[src/design/deq_pkg.sv]
// deq_pkg: request mode and result status codes for the double-ended queue.
// Used by double_ended_queue_unit. No dependencies.
`default_nettype none

package deq_pkg;

   localparam int MODE_W   = 3;
   localparam int STATUS_W = 2;
   localparam int FIELD_W  = 32;
   localparam int FILL_W   = 5;

   typedef enum logic [MODE_W-1:0] {
      MODE_PUSH_FRONT = 3'd0,
      MODE_PUSH_BACK  = 3'd1,
      MODE_POP_FRONT  = 3'd2,
      MODE_POP_BACK   = 3'd3,
      MODE_PEEK       = 3'd4
   } mode_type;

   typedef enum logic [STATUS_W-1:0] {
      STATUS_OK        = 2'd0,
      STATUS_POP_EMPTY = 2'd1,
      STATUS_PUSH_FULL = 2'd2
   } status_type;

   typedef enum logic [1:0] {
      ST_IDLE = 2'b01,
      ST_READ = 2'b10
   } state_type;

endpackage : deq_pkg

`default_nettype wire

[src/design/double_ended_queue_unit.sv]
// double_ended_queue_unit: bounded deque in a ring buffer held in one synchronous RAM.
// Pushes, peeks, errors and pops that empty the queue answer straight from ST_IDLE; a pop that
// leaves elements waits in ST_READ, as the new front or back word comes from the RAM read port.
// Throughput: one request per cycle while the receiver does not stall; none is taken in ST_READ.
// Reset clears head, count, state and the result valid; RAM contents are left as they are.
// Depends on deq_pkg.
`default_nettype none

module double_ended_queue_unit #(
   parameter int DEPTH       = 16,
   parameter int VALUE_WIDTH = 32
) (
   input  wire logic                           clock,
   input  wire logic                           reset,
   input  wire logic                           req_valid,
   output logic                                req_stall,
   input  wire logic [deq_pkg::MODE_W-1:0]     req_mode,
   input  wire logic [deq_pkg::FIELD_W-1:0]    req_push_value,
   output logic                                rsp_valid,
   input  wire logic                           rsp_stall,
   output logic [deq_pkg::FIELD_W-1:0]         rsp_popped_value,
   output logic [deq_pkg::FIELD_W-1:0]         rsp_front_value,
   output logic [deq_pkg::FIELD_W-1:0]         rsp_back_value,
   output logic [deq_pkg::FILL_W-1:0]          rsp_fill_count,
   output logic                                rsp_is_empty,
   output logic                                rsp_is_full,
   output logic [deq_pkg::STATUS_W-1:0]        rsp_status
);

   localparam int AW = $clog2(DEPTH);
   localparam int CW = $clog2(DEPTH + 1);
   // only the low 32 bits of a word ever reach the ports
   localparam int IW = (VALUE_WIDTH < deq_pkg::FIELD_W) ? VALUE_WIDTH : deq_pkg::FIELD_W;

   localparam logic [AW-1:0] LAST_SLOT = AW'(DEPTH - 1);
   localparam logic [AW:0]   DEPTH_X   = (AW + 1)'(DEPTH);
   localparam logic [CW-1:0] DEPTH_C   = CW'(DEPTH);

   function automatic logic [AW-1:0] wrap_slot(input logic [AW:0] s);
      logic [AW:0] r;
      r = (s >= DEPTH_X) ? (s - DEPTH_X) : s;
      return r[AW-1:0];
   endfunction

   // ring buffer storage
   logic [IW-1:0] store_mem [DEPTH];
   logic [IW-1:0] rd_data_ff;
   logic          mem_wr_en;
   logic [AW-1:0] mem_wr_addr;
   logic          mem_rd_en;
   logic [AW-1:0] mem_rd_addr;

   deq_pkg::state_type state_ff, state_in;
   logic [AW-1:0]      head_ff, head_in;
   logic [CW-1:0]      count_ff, count_in;
   logic [IW-1:0]      front_ff, front_in;
   logic [IW-1:0]      back_ff, back_in;
   logic               pend_front_ff, pend_front_in;

   logic                          rsp_valid_ff, rsp_valid_in;
   logic [deq_pkg::FIELD_W-1:0]   popped_ff, popped_in;
   logic [deq_pkg::FIELD_W-1:0]   front_out_ff, front_out_in;
   logic [deq_pkg::FIELD_W-1:0]   back_out_ff, back_out_in;
   logic [CW-1:0]                 fill_ff, fill_in;
   deq_pkg::status_type           status_ff, status_in;

   logic          accept;
   logic [IW-1:0] value;
   logic [AW:0]   cnt_x;
   logic [AW-1:0] head_inc;
   logic [AW-1:0] head_dec;
   logic [AW-1:0] tail_slot;
   logic [AW-1:0] back_prev_slot;
   logic          is_empty_now;
   logic          is_full_now;
   logic          wait_read;

   assign req_stall = !((state_ff == deq_pkg::ST_IDLE) && (!rsp_valid_ff || !rsp_stall));
   assign accept    = req_valid && !req_stall;

   assign value          = IW'(req_push_value);
   assign cnt_x          = (AW + 1)'(count_ff);
   assign head_inc       = (head_ff == LAST_SLOT) ? '0 : head_ff + 1'b1;
   assign head_dec       = (head_ff == '0) ? LAST_SLOT : head_ff - 1'b1;
   assign tail_slot      = wrap_slot((AW + 1)'(head_ff) + cnt_x);
   // slot just before the back element, valid when two or more are held
   assign back_prev_slot = wrap_slot((AW + 1)'(head_ff) + cnt_x - (AW + 1)'(2));
   assign is_empty_now   = (count_ff == '0);
   assign is_full_now    = (count_ff >= DEPTH_C);

   always_comb begin
      state_in      = state_ff;
      head_in       = head_ff;
      count_in      = count_ff;
      front_in      = front_ff;
      back_in       = back_ff;
      pend_front_in = pend_front_ff;
      mem_wr_en     = 1'b0;
      mem_wr_addr   = head_dec;
      mem_rd_en     = 1'b0;
      mem_rd_addr   = head_inc;
      wait_read     = 1'b0;
      rsp_valid_in  = rsp_valid_ff && rsp_stall;
      popped_in     = popped_ff;
      front_out_in  = front_out_ff;
      back_out_in   = back_out_ff;
      fill_in       = fill_ff;
      status_in     = status_ff;

      unique case (state_ff)
         deq_pkg::ST_IDLE: begin
            if (accept) begin
               popped_in = '0;
               status_in = deq_pkg::STATUS_OK;
               unique case (req_mode)
                  deq_pkg::MODE_PUSH_FRONT: begin
                     if (is_full_now) begin
                        status_in = deq_pkg::STATUS_PUSH_FULL;
                     end else begin
                        head_in     = head_dec;
                        mem_wr_en   = 1'b1;
                        mem_wr_addr = head_dec;
                        front_in    = value;
                        if (is_empty_now) begin
                           back_in = value;
                        end
                        count_in = count_ff + 1'b1;
                     end
                  end
                  deq_pkg::MODE_PUSH_BACK: begin
                     if (is_full_now) begin
                        status_in = deq_pkg::STATUS_PUSH_FULL;
                     end else begin
                        mem_wr_en   = 1'b1;
                        mem_wr_addr = tail_slot;
                        back_in     = value;
                        if (is_empty_now) begin
                           front_in = value;
                        end
                        count_in = count_ff + 1'b1;
                     end
                  end
                  deq_pkg::MODE_POP_FRONT: begin
                     if (is_empty_now) begin
                        status_in = deq_pkg::STATUS_POP_EMPTY;
                     end else begin
                        popped_in = deq_pkg::FIELD_W'(front_ff);
                        head_in   = head_inc;
                        count_in  = count_ff - 1'b1;
                        if (count_ff != CW'(1)) begin
                           mem_rd_en     = 1'b1;
                           mem_rd_addr   = head_inc;
                           pend_front_in = 1'b1;
                           wait_read     = 1'b1;
                        end
                     end
                  end
                  deq_pkg::MODE_POP_BACK: begin
                     if (is_empty_now) begin
                        status_in = deq_pkg::STATUS_POP_EMPTY;
                     end else begin
                        popped_in = deq_pkg::FIELD_W'(back_ff);
                        count_in  = count_ff - 1'b1;
                        if (count_ff != CW'(1)) begin
                           mem_rd_en     = 1'b1;
                           mem_rd_addr   = back_prev_slot;
                           pend_front_in = 1'b0;
                           wait_read     = 1'b1;
                        end
                     end
                  end
                  default: begin
                     // peek, and the unused codes behave as peek
                  end
               endcase
               fill_in = count_in;
               if (wait_read) begin
                  state_in = deq_pkg::ST_READ;
               end else begin
                  rsp_valid_in = 1'b1;
                  front_out_in = (count_in != '0) ? deq_pkg::FIELD_W'(front_in) : '0;
                  back_out_in  = (count_in != '0) ? deq_pkg::FIELD_W'(back_in) : '0;
               end
            end
         end
         deq_pkg::ST_READ: begin
            // RAM word for the new front or back has arrived
            if (pend_front_ff) begin
               front_in = rd_data_ff;
            end else begin
               back_in = rd_data_ff;
            end
            rsp_valid_in = 1'b1;
            front_out_in = deq_pkg::FIELD_W'(front_in);
            back_out_in  = deq_pkg::FIELD_W'(back_in);
            state_in     = deq_pkg::ST_IDLE;
         end
         default: begin
            state_in = deq_pkg::ST_IDLE;
         end
      endcase
   end

   always_ff @(posedge clock) begin
      if (mem_wr_en) begin
         store_mem[mem_wr_addr] <= value;
      end
      if (mem_rd_en) begin
         rd_data_ff <= store_mem[mem_rd_addr];
      end
   end

   always_ff @(posedge clock) begin
      if (reset) begin
         state_ff     <= deq_pkg::ST_IDLE;
         head_ff      <= '0;
         count_ff     <= '0;
         rsp_valid_ff <= 1'b0;
      end else begin
         state_ff     <= state_in;
         head_ff      <= head_in;
         count_ff     <= count_in;
         rsp_valid_ff <= rsp_valid_in;
      end
   end

   always_ff @(posedge clock) begin
      front_ff      <= front_in;
      back_ff       <= back_in;
      pend_front_ff <= pend_front_in;
      popped_ff     <= popped_in;
      front_out_ff  <= front_out_in;
      back_out_ff   <= back_out_in;
      fill_ff       <= fill_in;
      status_ff     <= status_in;
   end

   assign rsp_valid        = rsp_valid_ff;
   assign rsp_popped_value = popped_ff;
   assign rsp_front_value  = front_out_ff;
   assign rsp_back_value   = back_out_ff;
   assign rsp_fill_count   = deq_pkg::FILL_W'(fill_ff);
   assign rsp_is_empty     = (fill_ff == '0);
   assign rsp_is_full      = (fill_ff >= DEPTH_C);
   assign rsp_status       = status_ff;

endmodule : double_ended_queue_unit

`default_nettype wire

[config.mk]
export PLATFORM = sky130hd
export DESIGN_NAME = double_ended_queue_unit
export DESIGN_NICKNAME = d
export VERILOG_FILES = /design/src/design/deq_pkg.sv /design/src/design/double_ended_queue_unit.sv
export SDC_FILE = /design/constraint.sdc
export NUM_CORES = 1
export LEC_CHECK = 0
export BUFFER_PORTS_ARGS = -buffer_cell sky130_fd_sc_hd__buf_2
export CAP_MARGIN = 25
export CORE_ASPECT_RATIO = 0.6
export CORE_MARGIN = 5
export CORE_UTILIZATION = 40
export DETAILED_ROUTE_END_ITERATION = 6
export PLACE_DENSITY_LB_ADDON = 0.08
export SKIP_LAST_GASP = 1
export SYNTH_ARGS = -nofsm -noshare
export SYNTH_HDL_FRONTEND = slang
export SYNTH_SLANG_ARGS = --single-unit
[constraint.sdc]
create_clock -name clock -period 7.8 [get_ports clock]
set_input_delay 1.95 -clock clock [delete_from_list [all_inputs] [get_ports clock]]
set_output_delay 1.95 -clock clock [all_outputs]
set_load 0.005 [all_outputs]
Yosys cells after proc, flatten, opt, wreduce, memory -nomap -nowiden
Memory sizes are Yosys's and may differ from the RTL's. A register that Yosys moved wholly into a read port is not among the register bits. Cells that the tools add are included.

Register bits after elaboration: 180. RAM bits: 512. Output and inout port bits: 107. Word-level logic and storage cells: 134. Memories: 1.

Memory list: store_mem (words 16, bits a word 32, rd ports 1, clocked after memory_dff 1, write ports 1, RTL line double_ended_queue_unit.sv:46) `logic [IW-1:0] store_mem [DEPTH];`.

Add/sub/neg operators: 8. Magnitude comparators: 4. Equal/unequal tests: 14. Multiplexer cells: 70. Bitwise logic cells: 1. Reduce and logical (&&, ||, !) cells: 24.

Operators by type and width (count): 32-bit two-way mux (18); 32-bit one-hot mux with 2 select lines (7); 4-bit two-way mux (15); 5-bit >= comparator, second input constant (4); 1-bit two-way mux (20); 5-bit two-way mux (4); 2-bit inequality test, second input constant (7); 4-bit by 1-bit subtractor with 4-bit output, second input constant (3); 5-bit zero test (2); 5-bit one-hot mux with 2 select lines (1); 4-bit one-hot mux with 2 select lines (1); 7-bit AND reduction (1); 3-bit by 2-bit equality test with 1-bit output, second input constant (2); 2-bit AND reduction (3); 2-bit nonzero test (3); 2-bit OR reduction (3); 4-bit by 5-bit adder with 5-bit output (1); 5-bit by 1-bit adder with 5-bit output, second input constant (1); 5-bit by 1-bit inequality test with 1-bit output, second input constant (1); 5-bit AND reduction (1); 5-bit nonzero test (1); 5-bit by 1-bit subtractor with 5-bit output, second input constant (1); 5-bit by 2-bit subtractor with 5-bit output, second input constant (1); 4-bit by 1-bit adder with 4-bit output, second input constant (1); other kinds (14) (19).

Logic depth before layout (Yosys ltp)
Depth after elaboration: 11. Depth in mapped cells: 13. Gate-level depth less buffers: 10.

Least setup slack after synthesis
OpenSTA, ideal clock, no wires.

Path kind: input -> register. From: input rsp_stall. To: register back_ff[0] (enable). Setup time: 507 ps. Arrival: 5472 ps. Data required time: 7293 ps. Setup slack: 1821 ps. Stages on the path: 3. Path buffers: 0. Cell sequence: a21boi_2 -> nand2_1 -> a21oi_1.

Cells in the longest elaborated chain, start to end: 6.

Ends and longest elaborated chain: from (decl) (RTL line double_ended_queue_unit.sv:20) `input wire logic rsp_stall,`; 1-bit zero test (RTL line double_ended_queue_unit.sv:78) `assign req_stall = !((state_ff == deq_pkg::ST_IDLE) && (!rsp_valid_ff || !rsp_stall));`; 1-bit logical OR (RTL line double_ended_queue_unit.sv:78); 1-bit logical AND (RTL line double_ended_queue_unit.sv:78); 1-bit logical AND (RTL line double_ended_queue_unit.sv:79) `assign accept = req_valid && !req_stall;`; 2-bit inequality test (no line); 2-bit AND reduction (no line); to (signal assigned) (RTL line double_ended_queue_unit.sv:229) `back_ff <= back_in;`; to (decl) (RTL line double_ended_queue_unit.sv:57) `logic [IW-1:0] back_ff, back_in;`.

Every way passes these cells. A chain may end at the register's enable or synchronous reset.

Final worst setup path
From: input rsp_stall. To: memory store_mem[1][12] (netlist name) (enable).

Cells in the longest elaborated chain, start to end: 8. Elaborated cells between the ends (all ways): 10. Classes of those cells: mux (6); reduce/logical (4).

Ends and longest elaborated chain: 1-bit zero test * (RTL line double_ended_queue_unit.sv:78); 1-bit logical OR * (RTL line double_ended_queue_unit.sv:78); 1-bit logical AND * (RTL line double_ended_queue_unit.sv:78); 1-bit logical AND * (RTL line double_ended_queue_unit.sv:79); 1-bit two-way mux (RTL line double_ended_queue_unit.sv:112) `if (accept) begin`; 1-bit two-way mux (RTL line double_ended_queue_unit.sv:110) `unique case (state_ff)`; 1-bit two-way mux (RTL line double_ended_queue_unit.sv:205) `if (mem_wr_en) begin`; 1-bit two-way mux (implied by the code) (RTL line double_ended_queue_unit.sv:206) `store_mem[mem_wr_addr] <= value;`; to (decl) (RTL line double_ended_queue_unit.sv:46).

Every way passes the cells marked *; elsewhere a longest branch is shown, timed or not.

==> metrics.yaml <==
power:
  peakVddDrop_mv: 0.142
  power.total_mw: 9.01
  p_leak_nw: 12.5
  p_per_area_nw_per_um2: 258
outcome:
  run_status: "complete, no violations"
sta:
  fin_setup_tns_ns: 0
  fin_ws_ns: 2.84
  fin_crit_ns: 4.96
  timing.final.crit_share_pct: 63.6
  drv_slew: 0
  hold_viol: 0
  rsz0062_at_grt: "no"
  slew_headroom_pct: 30.6
  setup_viol: 0
  worst_pin_slew_ns: 1.04
  fin_skew_ns: 0.0211
  fmax_mhz: 202
placement:
  dpl_worst_slack_ns: 2.21
  port_buffers: 145
  dpl.hpwl_mm: 49.2
  gp_congestion: 0.772
global_routing:
  grt_pass1_vias: 18749
  overflow: 0
  grt_antenna_before_repair: 1
  grt_pass1_wl_mm: 124
  grt_max_degree: 119
  track_usage_pct: 19.5
worst_setup_path:
  reg2reg_from: "state_ff[1]$_SDFFE_PP0P_"
  startpoint_type: "input port"
  cp_num_buf_inv: 4
  critical-path-max-stage-delay_ns: 0.90
  critical_path_cell_count: 10
  slowest_stage: "nor2_4"
  crit_chain: "buf_2 -> a21boi_2 -> nand2_1 -> inv_2 -> buf_4 -> nand2_1 -> nor2b_1 -> nand2_1 -> nor2_4 -> buf_4"
  worst_ep_arrival_time_ns: 5.28
  crit_end: "store_mem[1][12]$_DFFE_PP_"
  crit_required_ns: 8.12
  crit_type: "input port to register"
  reg2reg_to: "store_mem[1][12]$_DFFE_PP_"
  cpMostUsedCell: "nand2_1"
  reg2regPathDepth: 11
  crit_start: "rsp_stall"
  crit_family: "simple AND/OR/NAND/NOR gates"
  path_max_fanout: 47
  r2r_setup_slack_ns: 3.50
  end_kind: "register"
synthesis:
  synth_flop_cell: "edfxtp_1"
  seq_area_frac_synth_pct: 70.1
  synth-edff-count: 712
  yosysWarnings: 0
  syn-num-nets: 2175
  synth_cells: 2124
  async_flop_share_pct: 0
  syn_avg_cell_area_um2: 14.5
  synth-seq-cells: 724
  ys_types: 66
  synth_area_um2: 30800
finish:
  final_cell_mix: "edfxtp_1 (712), nand3_1 (227), mux2i_1 (222), buf_2 (145), o21ai_0 (134)"
  n_antenna_cell: 0
  drive_gt1_share_pct: 16.2
  area_growth_pct: 13.2
  final_common_cell: "edfxtp_1"
  final_nets: 2269
die:
  initial_core_util_pct: 40.6
  die_y_um: 225
  core-area_um2: 75900
  io_pins: 146
  die_w_um: 368
  die_area_um2: 82900
  rows: 78
routing:
  detail_route.wl_per_cell_um: 25.4
  drtAntennaViolNets: 0
  dr.pass1.iters: 5
  drc_errors: 0
  wl_mm: 83.1
  drt-initial-drc-count: 1657
  viasPerCell: 5.82
  vias: 19040
clock_network:
  cts_tree: "built"
  cts_root_buffer: "clkbuf_16"
  cts_made_buffers: 70
  ctsResizeCount: 0
  htree_levels: 3
  clkTransAtPathRegs_ns: 0.06
  clock-sinks: 724
  cts_setup_buffers: 0
  ctsHoldBuffers: 0
  clkLatencyLatePin_ns: 0.62
  cts_buffer_depth: 3
min_path:
  min_path_type: "register to register"
flow_run:
  maxCapViolCount: 0
-- power by group --
| part | internal (mW) | switching, mW |
|---|---|---|
| registers | 4.54 | 0.0924 |
| logic | 0.390 | 0.747 |
| clock network | 1.78 | 1.47 |
| total | 6.70 | 2.31 |
-- per-layer routing --
metal	routed length, um	global-route usage, %	vias to the layer above	part of all wire, %
met3	3920	2.81	91	4.7
li1	-	-	8574	-
met2	39100	31.2	532	47
met4	1570	4.58	0	1.9
met5	0	0	-	0
met1	38500	28.5	9843	46
-- kinds of logic (layout without fill, tap and decap cells) --
logic type,after synthesis,after routing,share of synthesized area [%]
xor gates and xnor gates,10,10,0.333
and+or+nand+nor,429,429,6.54
buffers and inverters,185,333,2.83
DFF,724,724,70.1
adders and majority gates,12,12,0.511
muxes,225,225,7.32
AOI/OAI and AO/OA,539,539,12.3
-- Yosys cell counts, types with 9 or more instances --
| library cell | instances | share of area (%) |
|---|---|---|
| nand2_1 | 127 | 1.5 |
| edfxtp_1 | 712 | 69 |
| ha_1 | 11 | 0.45 |
| o22ai_2 | 40 | 1.6 |
| a32oi_1 | 33 | 0.94 |
| mux2i_1 | 222 | 7.2 |
| o211ai_1 | 33 | 0.80 |
| o21ai_0 | 135 | 2.2 |
| nand3_1 | 227 | 3.7 |
| o22ai_1 | 22 | 0.45 |
| buf_2 | 38 | 0.62 |
| dfxtp_1 | 12 | 0.78 |
| a31oi_1 | 35 | 0.71 |
| a221o_1 | 32 | 1.0 |
| inv_1 | 12 | 0.15 |
| buf_6 | 13 | 0.47 |
| nor2_1 | 42 | 0.51 |
| a22o_1 | 64 | 1.8 |
| a21oi_1 | 113 | 1.8 |
| buf_4 | 9 | 0.22 |
| clkbuf_1 | 108 | 1.3 |
-- cell type report --
type                       count  area [um2]
inverter                      14        57.6
timing repair buffer         193        1270
clock inverter                27         198
clock buffer                  99        1900
multi-input combinational   1215        8580
tap                         1000        1250
sequential                   724       21600
fill                        6700       41000
-- sequential cells by signal, summed over array words and instances (netlist names) --
signal            cells
store_mem           512
back_ff              32
front_ff             32
rd_data_ff           32
rsp_back_value       32
rsp_front_value      32
rsp_popped_value     32
cnt_x                 5
rsp_fill_count        5
head_ff               4
rsp_status            2
state_ff              2
pend_front_ff         1
rsp_valid             1
-- worst register-to-register path: stages (launching register included) --
cell	delay (ns)
dfxtp_1	0.33
inv_1	0.05
ha_1	0.32
a21boi_2	0.38
nand2_1	0.24
inv_2	0.10
buf_4	0.59
nand2_1	0.27
nor2b_1	0.22
nand2_1	0.25
nor2_4	0.90
buf_4	0.35
-- per-stage QoR --
step / cells / utilization (%) / hold slack (ns) / cell area [um2]
after floorplan: 2124 / - / 0.466 / 30800
after global placement: 3134 / 42.8 / 0.477 / 32500
after detailed placement: 3145 / 43.1 / 0.503 / 32800
after CTS: 3271 / 45.9 / 0.518 / 34900
after global routing: 3272 / 45.9 / 0.556 / 34900
final: 3272 / 45.9 / 0.510 / 34900
-- worst min-delay path by stage --
stage / start / endpoint / slack, ns / cells after the start
3_5_place_dp: state_ff[1]$_SDFFE_PP0P_ / state_ff[1]$_SDFFE_PP0P_ / 0.50 / 1
3_3_place_gp: state_ff[1]$_SDFFE_PP0P_ / state_ff[1]$_SDFFE_PP0P_ / 0.48 / 1
5_1_grt: state_ff[0]$_SDFFE_PP1P_ / state_ff[0]$_SDFFE_PP1P_ / 0.56 / 2
4_1_cts: state_ff[1]$_SDFFE_PP0P_ / state_ff[1]$_SDFFE_PP0P_ / 0.52 / 1
2_1_floorplan: state_ff[1]$_SDFFE_PP0P_ / state_ff[1]$_SDFFE_PP0P_ / 0.47 / 1
6_report: state_ff[1]$_SDFFE_PP0P_ / state_ff[1]$_SDFFE_PP0P_ / 0.51 / 1
Power figures use the tool's default switching activity.
